--- src/design/rgbc_pkg.sv ---
// ----------------------------------------------------------------------------
// rgbc_pkg: shared types and constants of the RGB 3x3 convolution filter
// Pixel, window column, line store entry, partial sum and control types,
// sizes of the image counters and the configuration register indexes.
// ----------------------------------------------------------------------------
package rgbc_pkg;

    localparam int MAX_WIDTH   = 1024;
    localparam int MAX_HEIGHT  = 4096;
    localparam int MIN_SIZE    = 3;
    localparam int KERNEL_SIZE = 3;
    localparam int PIX_MAX     = 255;

    localparam int COL_W    = 10;
    localparam int ROW_W    = 12;
    localparam int WIDTH_W  = 11;
    localparam int HEIGHT_W = 13;
    localparam int COEF_W   = 16;
    localparam int KCOL_W   = KERNEL_SIZE * COEF_W;
    localparam int FULL_W   = 25;
    localparam int FRAC_W   = 8;
    localparam int PROD_W   = FULL_W - FRAC_W;
    localparam int PSUM_W   = PROD_W + 2;
    localparam int TOTAL_W  = PSUM_W + 2;
    localparam int INDEX_W  = 3;
    localparam int IN_W     = 24;
    localparam int OUT_W    = 48;

    typedef struct packed {
        logic [7:0] red;
        logic [7:0] green;
        logic [7:0] blue;
    } pixel_t;

    typedef pixel_t [KERNEL_SIZE-1:0] column_t;

    typedef struct packed {
        pixel_t older;
        pixel_t newer;
    } entry_t;

    typedef struct packed {
        logic signed [PSUM_W-1:0] red;
        logic signed [PSUM_W-1:0] green;
        logic signed [PSUM_W-1:0] blue;
    } psum_t;

    typedef struct packed {
        logic advance;
        logic load;
    } pipe_ctrl_t;

    typedef struct packed {
        logic             valid;
        logic [COL_W-1:0] x;
        logic [ROW_W-1:0] y;
        logic             last;
    } tag_t;

    typedef enum logic [INDEX_W-1:0] {
        CFG_IMAGE_WIDTH  = 3'd0,
        CFG_IMAGE_HEIGHT = 3'd1,
        CFG_KERNEL_COL0  = 3'd2,
        CFG_KERNEL_COL1  = 3'd3,
        CFG_KERNEL_COL2  = 3'd4
    } cfg_reg_t;

endpackage

--- src/design/rgbc_cell.sv ---
// ----------------------------------------------------------------------------
// rgbc_cell: one column of the 3x3 window
// Holds three pixels, hands them to the next cell on a shift, weights them
// by its kernel column and sums the truncated products per channel.
// ----------------------------------------------------------------------------
module rgbc_cell
(
    input  logic                         clk,
    input  logic                         rst_n,
    input  rgbc_pkg::pipe_ctrl_t         ctrl,
    input  rgbc_pkg::column_t            col_in,
    input  logic [rgbc_pkg::KCOL_W-1:0]  kernel,
    output rgbc_pkg::column_t            col_out,
    output rgbc_pkg::psum_t              psum
);

    rgbc_pkg::column_t                    col_reg;
    logic signed [rgbc_pkg::PROD_W-1:0]   red_prod_reg   [rgbc_pkg::KERNEL_SIZE];
    logic signed [rgbc_pkg::PROD_W-1:0]   green_prod_reg [rgbc_pkg::KERNEL_SIZE];
    logic signed [rgbc_pkg::PROD_W-1:0]   blue_prod_reg  [rgbc_pkg::KERNEL_SIZE];
    rgbc_pkg::psum_t                      psum_reg;

    // Q8.8 product, truncated toward zero
    function automatic logic signed [rgbc_pkg::PROD_W-1:0] scaled_product
    (
        input logic [7:0]                        p,
        input logic signed [rgbc_pkg::COEF_W-1:0] coef
    );
        logic signed [rgbc_pkg::FULL_W-1:0] p_ext;
        logic signed [rgbc_pkg::FULL_W-1:0] c_ext;
        logic signed [rgbc_pkg::FULL_W-1:0] prod;
        logic signed [rgbc_pkg::FULL_W-1:0] adj;
        p_ext = rgbc_pkg::FULL_W'($signed({1'b0, p}));
        c_ext = rgbc_pkg::FULL_W'(coef);
        prod  = p_ext * c_ext;
        adj   = prod + rgbc_pkg::FULL_W'(rgbc_pkg::PIX_MAX);
        return prod[rgbc_pkg::FULL_W-1] ? adj[rgbc_pkg::FULL_W-1:rgbc_pkg::FRAC_W]
                                        : prod[rgbc_pkg::FULL_W-1:rgbc_pkg::FRAC_W];
    endfunction

    always_ff @(posedge clk or negedge rst_n)
    begin
        if (!rst_n)
        begin
            col_reg <= '0;
        end
        else if (ctrl.load)
        begin
            col_reg <= col_in;
        end
    end

    always_ff @(posedge clk)
    begin
        if (ctrl.advance)
        begin
            for (int b = 0; b < rgbc_pkg::KERNEL_SIZE; b++)
            begin
                red_prod_reg[b]   <= scaled_product(col_reg[b].red,
                                         $signed(kernel[b*rgbc_pkg::COEF_W +: rgbc_pkg::COEF_W]));
                green_prod_reg[b] <= scaled_product(col_reg[b].green,
                                         $signed(kernel[b*rgbc_pkg::COEF_W +: rgbc_pkg::COEF_W]));
                blue_prod_reg[b]  <= scaled_product(col_reg[b].blue,
                                         $signed(kernel[b*rgbc_pkg::COEF_W +: rgbc_pkg::COEF_W]));
            end
            psum_reg.red   <= rgbc_pkg::PSUM_W'(red_prod_reg[0])
                            + rgbc_pkg::PSUM_W'(red_prod_reg[1])
                            + rgbc_pkg::PSUM_W'(red_prod_reg[2]);
            psum_reg.green <= rgbc_pkg::PSUM_W'(green_prod_reg[0])
                            + rgbc_pkg::PSUM_W'(green_prod_reg[1])
                            + rgbc_pkg::PSUM_W'(green_prod_reg[2]);
            psum_reg.blue  <= rgbc_pkg::PSUM_W'(blue_prod_reg[0])
                            + rgbc_pkg::PSUM_W'(blue_prod_reg[1])
                            + rgbc_pkg::PSUM_W'(blue_prod_reg[2]);
        end
    end

    assign col_out = col_reg;
    assign psum    = psum_reg;

endmodule

--- config.mk ---
export PLATFORM = sky130hd
export DESIGN_NAME = rgbc_cell
export DESIGN_NICKNAME = d
export VERILOG_FILES = /design/src/design/rgbc_pkg.sv /design/src/design/rgbc_cell.sv
export SDC_FILE = /design/constraint.sdc
export NUM_CORES = 2
export LEC_CHECK = 0
export BUFFER_PORTS_ARGS = -buffer_cell sky130_fd_sc_hd__buf_2
export CELL_PAD_IN_SITES_DETAIL_PLACEMENT = 1
export CELL_PAD_IN_SITES_GLOBAL_PLACEMENT = 1
export CORE_MARGIN = 4
export CORE_UTILIZATION = 45
export DETAILED_ROUTE_END_ITERATION = 12
export PLACE_DENSITY_LB_ADDON = 0.15
export SLEW_MARGIN = 5
export SYNTH_ARGS = -nofsm -noshare
export SYNTH_HDL_FRONTEND = slang
export SYNTH_SLANG_ARGS = --single-unit
--- constraint.sdc ---
create_clock -name clk -period 16.3 [get_ports clk]
set_clock_uncertainty 0.05 [all_clocks]
set_input_delay 0.815 -clock clk [delete_from_list [all_inputs] [get_ports clk]]
set_output_delay 0.815 -clock clk [all_outputs]
set_load 0.05 [all_outputs]
==> reports/metrics.csv <==
stage,metric,value,unit
min_path,worstHoldPathType,in -> async,
setup_path,arrival,7.32,ns
die,start_util,0.453,
logic_synthesis,synth_nets,8093,
setup_path,crit_type,reg -> reg,
timing,layout_min_cycle_time,7.03,ns
die,die-width,369,um
final_layout,fill_cells,15200,
logic_synthesis,syn_area,58700,um^2
timing,hold_viol,0,
detailed_routing,routed_via_density,5.32,
setup_path,reg2reg_slack,9.27,ns
logic_synthesis,ys.flop_type,edfxtp_1,
logic_synthesis,synth_warnings,0,
timing,setup_violations,0,
global_route,overflow,0,
logic_synthesis,ys_seq_elements,282,
detailed_routing,totalWireLength,161000,um
final_layout,syn_to_final_growth,6.65,%
setup_path,endpoint_kind,flip-flop,
timing,maxSlewViolCount,0,
global_route,antenna_found_initial,3,
detailed_routing,ant_nets,0,
detailed_routing,drtIter0Drc,1859,
logic_synthesis,ys_types,102,
run_status,status,"finished, final reports clean",
final_layout,final_common_cell,inv_1,
clock_network,cts_sinks,282,
die,core.rowCount,132,
clock_network,htreeDepth,2,
setup_path,reg2regPathDepth,18,
setup_path,r2r_end,blue_prod_reg[0][46],
logic_synthesis,ys_seq_area_frac,0.138,
clock_network,hold_buffers,0,
global_route,grt_pass1_vias,49000,
timing,max_freq,142,MHz
final_layout,final_cell_mix,"inv_1, fa_1, nand2_1",
die,die_area,136000,um^2
clock_network,insertion_delay,0.63,ns
logic_synthesis,synth-async-reset-ratio,0.255,
die,io_pins,253,
clock_network,numCtsBuffers,40,
timing,worstMarginPinSlew,1.13,ns
die,design.core.area,129000,um^2
global_route,grt_max_degree,75,
detailed_routing,drc,0,
global_route,grt_pass1_wl,264000,um
detailed_routing,drt_pass1_iterations,7,
logic_synthesis,synth-edff-count,210,
run,max_cap_violations,0,
final_layout,largest_reg_flops,72,
clock_network,clock_path_buffers,3,
final_layout,antenna_cells,0,
timing,setup_tns,0,ns
placement,io_buffers,252,
timing,grt_setup_unrepaired,no,
placement,dp_slack,8.93,ns
final_layout,drive_above_1_share,0.0684,
clock_network,cts_resized,0,
logic_synthesis,netlist_instances,6496,
timing,finalCritPeriodShare,0.432,
logic_synthesis,syn_avg_cell_area,9.03,um^2
detailed_routing,num_vias,44300,
final_layout,fin_util,0.483,
placement,hpwl,128000,um
setup_path,reg2reg_from,col_out[52],
setup_path,cp-start-kind,flip-flop,
final_layout,nNetsFinal,8150,
placement,place_congestion,0.845,
clock_network,cts_setup_buffers,0,
timing,maxSlewHeadroom,0.238,
setup_path,worstPathRequired,16.58,ns
global_route,grt.total_usage,0.242,
timing,finalWorstSetupSlack,9.27,ns
setup_path,crit_fanout,18,
clock_network,cts_tree,done,
clock_network,clkTransAtPathRegs,0.06,ns
die,die_h,369,um
detailed_routing,post_drt_wl_per_cell,19.4,um
clock_network,root_buffer,clkbuf_16,
[how the worst max path moves through the flow]
stage | slack (ns) | cells past startpoint | end | startpoint
after floorplan | 9.94 | 21 | green_prod_reg[0][12] | col_out[8]
after CTS | 9.35 | 18 | blue_prod_reg[0][46] | col_out[51]
after global placement | 9.09 | 19 | blue_prod_reg[0][46] | kernel[39]
final | 9.27 | 18 | blue_prod_reg[0][46] | col_out[52]
after global routing | 8.86 | 18 | blue_prod_reg[0][46] | col_out[48]
after detailed placement | 8.93 | 19 | blue_prod_reg[0][46] | kernel[40]
[synthesized netlist by cell type (78+ instances only)]
cell type  number  area, um^2
xor2_1         95         832
inv_1        1460        5480
fa_1          972       19500
o21ai_0       116         581
xnor2_1       213        1870
mux2_2         78         878
nand2_1       720        2700
a21oi_1       165         826
nor2_1        190         713
clkbuf_1      233         875
ha_1          501        6270
edfxtp_1      210        6310
and2_1        570        3570
nor3_1         98         490
[area by class of cell]
type / instances / area, um^2 / area share
clock buffer: 48 / 1060 / 0.0170
clock inverter: 23 / 251 / 0.00402
inverter: 1460 / 5480 / 0.0876
multi-input combinational: 4509 / 44200 / 0.706
sequential: 282 / 8110 / 0.130
tap: 1742 / 2180 / 0.0348
timing repair buffer: 260 / 1340 / 0.0214
[per-stage QoR]
stage | area [um^2] | cells | hold slack [ns]
2_1_floorplan | 58700 | 6496 | 0.469
3_3_place_gp | 61200 | 8253 | 0.714
3_5_place_dp | 61200 | 8253 | 0.715
4_1_cts | 62600 | 8324 | 0.109
5_1_grt | 62600 | 8324 | 0.151
6_report | 62600 | 8324 | 0.151
[cells by family after synthesis]
kind of cell | synth area share
compound gates | 0.0860
simple gates | 0.165
fa+ha+maj | 0.439
mux | 0.0167
buf+inv | 0.109
flops | 0.138
xor+xnor | 0.0463
[metal layers]
layer	global-route usage	up-vias	share of wire
met1	0.321	23100	0.45
met3	0.0228	163	0.031
met5	0	-	0
li1	-	20400	-
met4	0.0526	0	0.022
met2	0.431	622	0.50
[worst max-delay path, stage by stage, from the launching register on]
cell and delay [ns]:
dfrtp_1 0.97, nand2_1 0.19, fa_1 0.53, fa_1 0.55
inv_1 0.05, fa_1 0.47, inv_1 0.05, fa_1 0.47
inv_1 0.04, ha_1 0.38, a211oi_1 0.32, o21ai_1 0.17
a221oi_1 0.58, a211oi_1 0.25, a211o_1 0.34, a211oi_1 0.64
or2_1 0.37, nor3_1 0.12, xnor2_1 0.19
Power is left out: the tool's default activity adds up to more than one toggle a clock period on the data nets, which glitch-free logic cannot reach.
